File: src/rtl/mcl_pkg.sv
// Shared types, constants and month tables for the month calendar layout block.
// No dependencies; imported by every module of the block.
`timescale 1ns / 1ps
`default_nettype none

package mcl_pkg;

	// Field widths.
	localparam int YEAR_W  = 16;
	localparam int MONTH_W = 4;
	localparam int DAY_W   = 5;
	localparam int WD_W    = 3;

	// Shared divider: dividend width, remainder width, quotient-by-100 width; then the days-before width.
	localparam int DIV_W   = 17;
	localparam int REM_W   = 7;
	localparam int Q100_W  = 10;
	localparam int DB_W    = 9;

	// Scaled reciprocals of the two divisors. Each gives the exact quotient for
	// every dividend the block produces (below 91180 for 100, below 349525 for 7).
	localparam int RCP_W             = 18;
	localparam int PROD_W            = DIV_W + RCP_W;
	localparam int RCP_SHIFT_CENTURY = 23;
	localparam int RCP_SHIFT_WEEK    = 20;
	localparam logic [RCP_W-1:0] RCP_CENTURY = RCP_W'(83887);
	localparam logic [RCP_W-1:0] RCP_WEEK    = RCP_W'(149797);

	localparam logic [REM_W-1:0]  DIVISOR_CENTURY = REM_W'(100);
	localparam logic [REM_W-1:0]  DIVISOR_WEEK    = REM_W'(7);
	localparam logic [YEAR_W-1:0] YEAR_ZERO_ALIAS = YEAR_W'(400);
	localparam logic [WD_W-1:0]   SATURDAY        = WD_W'(6);
	localparam logic [WD_W-1:0]   SUNDAY          = WD_W'(0);
	localparam logic [MONTH_W-1:0] JANUARY        = MONTH_W'(1);
	localparam logic [MONTH_W-1:0] FEBRUARY       = MONTH_W'(2);
	localparam logic [MONTH_W-1:0] DECEMBER       = MONTH_W'(12);

	// Sequencer states.
	typedef enum logic [2:0] {
		ST_IDLE,
		ST_CENTURY,
		ST_SUM,
		ST_WEEK,
		ST_EMIT,
		ST_ERR
	} mcl_state_t;

	// Request into the shared divider.
	typedef struct packed {
		logic             start;
		logic [DIV_W-1:0] dividend;
		logic [REM_W-1:0] divisor;
	} div_req_t;

	// Response from the shared divider.
	typedef struct packed {
		logic             done;
		logic [DIV_W-1:0] quot;
		logic [REM_W-1:0] rem;
	} div_rsp_t;

	// Days before the first of a month in a common year.
	function automatic logic [DB_W-1:0] days_before(input logic [MONTH_W-1:0] m);
		logic [DB_W-1:0] d;
		case (m)
			4'd1:    d = DB_W'(0);
			4'd2:    d = DB_W'(31);
			4'd3:    d = DB_W'(59);
			4'd4:    d = DB_W'(90);
			4'd5:    d = DB_W'(120);
			4'd6:    d = DB_W'(151);
			4'd7:    d = DB_W'(181);
			4'd8:    d = DB_W'(212);
			4'd9:    d = DB_W'(243);
			4'd10:   d = DB_W'(273);
			4'd11:   d = DB_W'(304);
			4'd12:   d = DB_W'(334);
			default: d = DB_W'(0);
		endcase
		return d;
	endfunction

	// Length of a month in a common year.
	function automatic logic [DAY_W-1:0] month_len(input logic [MONTH_W-1:0] m);
		logic [DAY_W-1:0] d;
		case (m)
			4'd2:                   d = DAY_W'(28);
			4'd4, 4'd6, 4'd9, 4'd11: d = DAY_W'(30);
			default:                d = DAY_W'(31);
		endcase
		return d;
	endfunction

endpackage

`default_nettype wire

File: src/rtl/mcl_div.sv
// Shared divider for the two constant divisors, 100 and 7, by reciprocal multiplication.
// Depends on mcl_pkg for widths, reciprocal constants and the request/response structs.
`timescale 1ns / 1ps
`default_nettype none

module mcl_div (
	input  wire logic                clk,
	input  wire logic                arst_n,
	input  wire mcl_pkg::div_req_t   req,
	output mcl_pkg::div_rsp_t        rsp
);
	import mcl_pkg::*;

	logic              mul_q;
	logic              back_q;
	logic              done_q;
	logic [DIV_W-1:0]  dvd_q;
	logic [REM_W-1:0]  dvs_q;
	logic [DIV_W-1:0]  quot_q;
	logic [REM_W-1:0]  rem_q;

	logic [RCP_W-1:0]  rcp;
	logic [PROD_W-1:0] prod;
	logic [DIV_W-1:0]  quot;
	logic [DIV_W-1:0]  rem_full;

	// Quotient from the scaled reciprocal; any divisor other than 7 is taken as 100.
	// The remainder is the dividend less the quotient times the divisor.
	always_comb begin
		case (dvs_q)
			DIVISOR_WEEK: rcp = RCP_WEEK;
			default:      rcp = RCP_CENTURY;
		endcase
		prod = PROD_W'(dvd_q) * PROD_W'(rcp);
		case (dvs_q)
			DIVISOR_WEEK: quot = DIV_W'(prod >> RCP_SHIFT_WEEK);
			default:      quot = DIV_W'(prod >> RCP_SHIFT_CENTURY);
		endcase
		rem_full = dvd_q - quot_q * DIV_W'(dvs_q);
	end

	// Control: start moves through mul_q and back_q to done_q; quotient, then remainder with the done pulse.
	always_ff @(posedge clk or negedge arst_n) begin
		if (!arst_n) begin
			mul_q  <= 1'b0;
			back_q <= 1'b0;
			done_q <= 1'b0;
		end else begin
			mul_q  <= req.start;
			back_q <= mul_q;
			done_q <= back_q;
		end
	end

	// Datapath: operands, then quotient, then remainder.
	always_ff @(posedge clk) begin
		if (req.start) begin
			dvd_q <= req.dividend;
			dvs_q <= req.divisor;
		end
		if (mul_q) begin
			quot_q <= quot;
		end
		if (back_q) begin
			rem_q <= rem_full[REM_W-1:0];
		end
	end

	assign rsp.done = done_q;
	assign rsp.quot = quot_q;
	assign rsp.rem  = rem_q;

endmodule

`default_nettype wire

File: src/rtl/month_calendar_layout_core.sv
// Top level of the month calendar layout block: sequencer, day count and output stage.
// Depends on mcl_pkg and the shared divider mcl_div.
`timescale 1ns / 1ps
`default_nettype none

// Takes a year and a month and emits one transaction per day of that month
// (28 to 31), each with its day number, weekday column (0 is Sunday), a
// Saturday row-end flag, the leap-year flag and a last flag; a month outside
// 1..12 gives one transaction with bad_month and last set. Year 0 is treated
// as year 400. Setup uses one shared reciprocal-multiply divider twice,
// first to divide the year by 100 for the leap rule and the century count,
// then to reduce the day count of the first modulo 7. Days leave at one per
// cycle while the consumer keeps out_ready high, and the next input
// transaction can be taken only after the last day has been loaded into the
// output register. A bad month skips the modulo-7 step and gives its
// transaction once the year has been divided by 100. in_ready is high only
// while the block is idle; the final day may still wait in the output
// register while the next year and month are taken.
module month_calendar_layout_core (
	input  wire logic                        clk,
	input  wire logic                        arst_n,
	input  wire logic                        in_valid,
	output logic                             in_ready,
	input  wire logic [mcl_pkg::YEAR_W-1:0]  year,
	input  wire logic [mcl_pkg::MONTH_W-1:0] month,
	output logic                             out_valid,
	input  wire logic                        out_ready,
	output logic [mcl_pkg::DAY_W-1:0]        day_number,
	output logic [mcl_pkg::WD_W-1:0]         weekday,
	output logic                             row_end,
	output logic                             leap_year,
	output logic                             bad_month,
	output logic                             last
);
	import mcl_pkg::*;

	mcl_state_t state_q, state_d;

	div_req_t div_req;
	div_rsp_t div_rsp;

	logic [YEAR_W-1:0]  year_q;
	logic [MONTH_W-1:0] month_q;
	logic               leap_q;
	logic [Q100_W-1:0]  qp_q;
	logic [DAY_W-1:0]   len_q;
	logic [DAY_W-1:0]   day_q;
	logic [WD_W-1:0]    wd_q;
	logic               out_valid_q;

	logic [YEAR_W-1:0]  year_eff;
	logic               load_out;
	logic               in_take;
	logic               month_bad;
	logic [Q100_W-1:0]  q100;
	logic               r100_zero;
	logic               leap_calc;
	logic [DIV_W-1:0]   prior;
	logic [DIV_W-1:0]   day_sum;
	logic [DAY_W-1:0]   len_calc;

	mcl_div u_div (
		.clk    (clk),
		.arst_n (arst_n),
		.req    (div_req),
		.rsp    (div_rsp)
	);

	// Year zero stands for year 400.
	assign year_eff = (year == '0) ? YEAR_ZERO_ALIAS : year;

	// Leap status and the century count of prior years from year / 100; month range check.
	always_comb begin
		q100      = div_rsp.quot[Q100_W-1:0];
		r100_zero = (div_rsp.rem == '0);
		leap_calc = (year_q[1:0] == 2'b00) && (!r100_zero || (q100[1:0] == 2'b00));
		month_bad = (month_q < JANUARY) || (month_q > DECEMBER);
	end

	// Day count of the first of the month, reduced later modulo 7 (365 is 1 mod 7); month length.
	always_comb begin
		prior   = DIV_W'(year_q - YEAR_W'(1));
		day_sum = prior + (prior >> 2) - DIV_W'(qp_q) + DIV_W'(qp_q >> 2)
			+ DIV_W'(days_before(month_q)) + DIV_W'(1)
			+ DIV_W'((month_q > FEBRUARY) && leap_q);
		len_calc = ((month_q == FEBRUARY) && leap_q) ? DAY_W'(29) : month_len(month_q);
	end

	// Next state.
	always_comb begin
		state_d = state_q;
		case (state_q)
			ST_IDLE:    if (in_valid) state_d = ST_CENTURY;
			ST_CENTURY: if (div_rsp.done) state_d = month_bad ? ST_ERR : ST_SUM;
			ST_SUM:     state_d = ST_WEEK;
			ST_WEEK:    if (div_rsp.done) state_d = ST_EMIT;
			ST_EMIT:    if (load_out && (day_q == len_q)) state_d = ST_IDLE;
			ST_ERR:     if (load_out) state_d = ST_IDLE;
			default:    state_d = ST_IDLE;
		endcase
	end

	// Sequencer outputs.
	always_comb begin
		in_ready         = 1'b0;
		div_req.start    = 1'b0;
		div_req.dividend = DIV_W'(year_eff);
		div_req.divisor  = DIVISOR_CENTURY;
		load_out         = 1'b0;
		case (state_q)
			ST_IDLE: begin
				in_ready      = 1'b1;
				div_req.start = in_valid;
			end
			ST_SUM: begin
				div_req.start    = 1'b1;
				div_req.dividend = day_sum;
				div_req.divisor  = DIVISOR_WEEK;
			end
			ST_EMIT, ST_ERR: load_out = !out_valid_q || out_ready;
			default: ;
		endcase
	end

	assign in_take = in_valid && in_ready;

	always_ff @(posedge clk or negedge arst_n) begin
		if (!arst_n) begin
			state_q <= ST_IDLE;
		end else begin
			state_q <= state_d;
		end
	end

	// Working registers of the current month.
	always_ff @(posedge clk) begin
		if (in_take) begin
			year_q  <= year_eff;
			month_q <= month;
		end
		if ((state_q == ST_CENTURY) && div_rsp.done) begin
			leap_q <= leap_calc;
			qp_q   <= r100_zero ? (q100 - Q100_W'(1)) : q100;
		end
		if (state_q == ST_SUM) begin
			len_q <= len_calc;
			day_q <= DAY_W'(1);
		end
		if ((state_q == ST_WEEK) && div_rsp.done) begin
			wd_q <= div_rsp.rem[WD_W-1:0];
		end
		if ((state_q == ST_EMIT) && load_out) begin
			day_q <= day_q + DAY_W'(1);
			wd_q  <= (wd_q == SATURDAY) ? SUNDAY : wd_q + WD_W'(1);
		end
	end

	// Output register valid.
	always_ff @(posedge clk or negedge arst_n) begin
		if (!arst_n) begin
			out_valid_q <= 1'b0;
		end else if (load_out) begin
			out_valid_q <= 1'b1;
		end else if (out_ready) begin
			out_valid_q <= 1'b0;
		end
	end

	// Output register payload.
	always_ff @(posedge clk) begin
		if (load_out) begin
			leap_year <= leap_q;
			if (state_q == ST_ERR) begin
				day_number <= '0;
				weekday    <= SUNDAY;
				row_end    <= 1'b0;
				bad_month  <= 1'b1;
				last       <= 1'b1;
			end else begin
				day_number <= day_q;
				weekday    <= wd_q;
				row_end    <= (wd_q == SATURDAY);
				bad_month  <= 1'b0;
				last       <= (day_q == len_q);
			end
		end
	end

	assign out_valid = out_valid_q;

endmodule

`default_nettype wire

File: config.mk
export PLATFORM = sky130hd
export DESIGN_NAME = month_calendar_layout_core
export DESIGN_NICKNAME = d
export VERILOG_FILES = /design/src/rtl/mcl_pkg.sv /design/src/rtl/mcl_div.sv /design/src/rtl/month_calendar_layout_core.sv
export SDC_FILE = /design/constraint.sdc
export NUM_CORES = 1
export LEC_CHECK = 0
export BUFFER_PORTS_ARGS = -buffer_cell sky130_fd_sc_hd__buf_2
export CAP_MARGIN = 20
export CORE_MARGIN = 8
export CORE_UTILIZATION = 40
export DETAILED_ROUTE_END_ITERATION = 16
export HOLD_SLACK_MARGIN = 0.1
export PLACE_DENSITY = 0.65
export SETUP_SLACK_MARGIN = 0.15
export SYNTH_ARGS = -nofsm -noshare
export SYNTH_HDL_FRONTEND = slang
export SYNTH_HIERARCHICAL = 1
export SYNTH_SLANG_ARGS = --single-unit
File: constraint.sdc
create_clock -name clk -period 14.25 [get_ports clk]
set_input_delay 2.1375 -clock clk [delete_from_list [all_inputs] [get_ports clk]]
set_output_delay 2.1375 -clock clk [all_outputs]
set_load 0.05 [all_outputs]
==> summary.md <==
| Metric | Value |
|---|---|
| Critical path's largest stage delay | 0.55 ns |
| Status | finished clean |
| Full die area | 0.0421 mm2 |
| Slew @ Worst Pin | 0.910 ns |
| Max-cap check violation count | 0 |
| Syn Area/Cell | 10.0 um2 |
| Post-synthesis cell area | 0.0143 mm2 |
| Critical Path Sink Type | flip-flop |
| Clock sink count | 110 |
| Fin crit share | 51.0% |
| Worst r2r src | u_div/dvs_q[3] |
| Core area | 0.0354 mm2 |
| Fin. max-slew vios | 0 |
| Total Wirelength | 29.4 mm |
| Top Ports | 38 |
| Initial drt markers | 662 |
| Setup Fix Bufs, Post-CTS | 0 |
| Max-slew headroom | 39.1% |
| Root cell of the clock tree | clkbuf_16 |
| Via-to-Cell Ratio | 4.92 |
| CP Buf/Inv Count | 5 |
| Crit Path Max Fanout | 30 |
| Area taken by multi-input logic gates | 0.00978 mm2 |
| Sequence of cells on the critical path | nor4_1 -> and4_1 -> buf_4 -> nor2_1 -> fa_1 -> inv_1 -> fa_1 -> inv_1 -> fa_1 -> fa_1 -> fa_1 -> inv_1 -> fa_1 -> inv_1 -> ha_1 -> and4_1 -> or4b_1 -> o31ai_4 -> a21oi_1 -> o2bb2ai_1 -> xnor2_1 -> mux2i_1 |
| Row cnt | 69 |
| WL per Instance | 15.2 um |
| Insertion delay to the later sink of the worst-skew pair | 0.36 ns |
| Buffers added on ports | 37 |
| CP Launch Type | flip-flop |
| Final hold vios | 0 |
| Final Util | 43.4% |
| Synthesis Warnings | 6 |
| Min cycle time layout | 7.27 ns |
| Post-DP HPWL | 25.5 mm |
| Via count | 9,477 |
| Die Height | 205 um |
| Post-route ant nets | 0 |
| Critical Path Most Common Cell | fa_1 |
| CP required | 14.35 ns |
| Global route overflow | 0 |
| Final Net Count | 1,876 |
| Placed insts | 1,911 |
| Largest net degree at the start of global routing | 32 |
| CTS buffer count | 9 |
| Initial Util | 40.4% |
| Clk slew on worst S/H paths | 0.08 ns |
| Residual DRC count | 0 |
| Worst setup path start | u_div/dvs_q[3] |
| WS Path Type | reg2reg |
| TritonCTS clock tree | built |
| Fill count | 3,358 |
| Vias in the first global route | 9,932 |
| Die X-Extent | 205 um |
| Seq. cell area | 0.00318 mm2 |
| H-tree depth | 3 |
| Top delay family on crit path | adder cells |
| CP arrival | 7.37 ns |
| Layout cells sized above 1 | 6.00% |
| Final std cells w/o fill | 1,928 |
| Initial antenna violation count | 0 |
| Area Overhead vs Synth | 7.46% |
| Worst hold-check path type | reg2reg |
| Ant diodes | 0 |
| Achievable frequency | 0.138 GHz |
| First-pass GRT wire length | 50.3 mm |
| CTS Hold Bufs | 0 |
| CTS resizes | 0 |
| Mapped Cells | 1,430 |
| Max clock buf depth | 2 |
| Slowest cell on the critical path | fa_1 |
| Drt pass-1 iters | 7 |
| RSZ-0062 raised after global routing | no |
| TNS Setup | 0 ns |
| Setup Skew | 0.0130 ns |
| Hold path startpoint | u_div/quot_q[9] |
| Final setup vio count | 0 |
| Gr usage total | 14.8% |
| Placer congestion estimate | 0.893 |
[worst reg2reg max path: cells and delay by family, from the launching register on]
kind	cells	cell delay, ns
adder cells (fa/ha/maj)	7	3.48
buffers and inverters	5	0.55
AO/OA/AOI/OAI	3	0.76
multiplexers	1	0.09
XOR/XNOR	1	0.15
flip-flops	1	0.45
AND/OR/NAND/NOR	5	1.55
[flip-flops by register name, summed over array words and instances, names as in the netlist, named ones only]
register,cells
u_div/done_q,1
u_div/dvs_q,7
u_div/dvd_q,17
leap_q,1
u_div/mul_q,1
last,1
state_q,3
u_div/quot_q,10
u_div/back_q,1
wd_q,3
qp_q,10
day_number,5
out_valid,1
day_q,5
month_q,4
weekday,3
row_end,1
leap_year,1
len_q,2
u_div/rem_q,7
year_q,16
bad_month,1
[final cells by class]
type,count,area share (%)
Tap cell,461,3.75
Timing Repair Buffer,43,1.76
Inverter,333,8.13
Multi-Input combinational cell,965,63.6
Clock inverter,7,0.594
Clock buffer,9,1.46
Sequential cell,110,20.7
[final timing paths]
check / cells past startpoint / endpoint / slack (ns)
min in group asynchronous: 1 / out_valid / 1.60
max in group asynchronous: 1 / u_div/mul_q / 12.48
min: 1 / qp_q[9] / 0.57
max: 22 / u_div/quot_q[9] / 6.98
max reg2reg: 22 / u_div/quot_q[9] / 6.98
min reg2reg: 1 / qp_q[9] / 0.57
[stage by stage]
step	hold slack, ns	setup slack (ns)	instance area [um2]
global placement	0.547	7.16	15000
floorplan	0.450	7.31	14400
global route	0.585	6.62	15400
CTS	0.576	6.99	15300
detailed placement	0.554	7.01	15000
finish	0.571	6.98	15400
[placed cells by master, fill, tap and decap left out, drive strengths merged, types with 16 or more instances in the layout]
master	instances
fa	175
ha	215
xnor2	53
o21ai	35
a21oi	57
nor2	38
xor2	27
conb	18
nor3	18
edfxtp	94
nand2	110
a21o	16
and2	34
buf	43
inv	338
[routing by layer]
metal	share of wire, %	vias to the layer above	global-route usage (%)
met2	49	139	25.8
li1	-	4682	-
met3	3.7	23	1.82
met1	46	4633	19.7
met5	0	-	0
met4	1.1	0	2.48
Power is left out: the tool's default activity adds up to more than one toggle a clock period on the data nets, which glitch-free logic cannot reach.
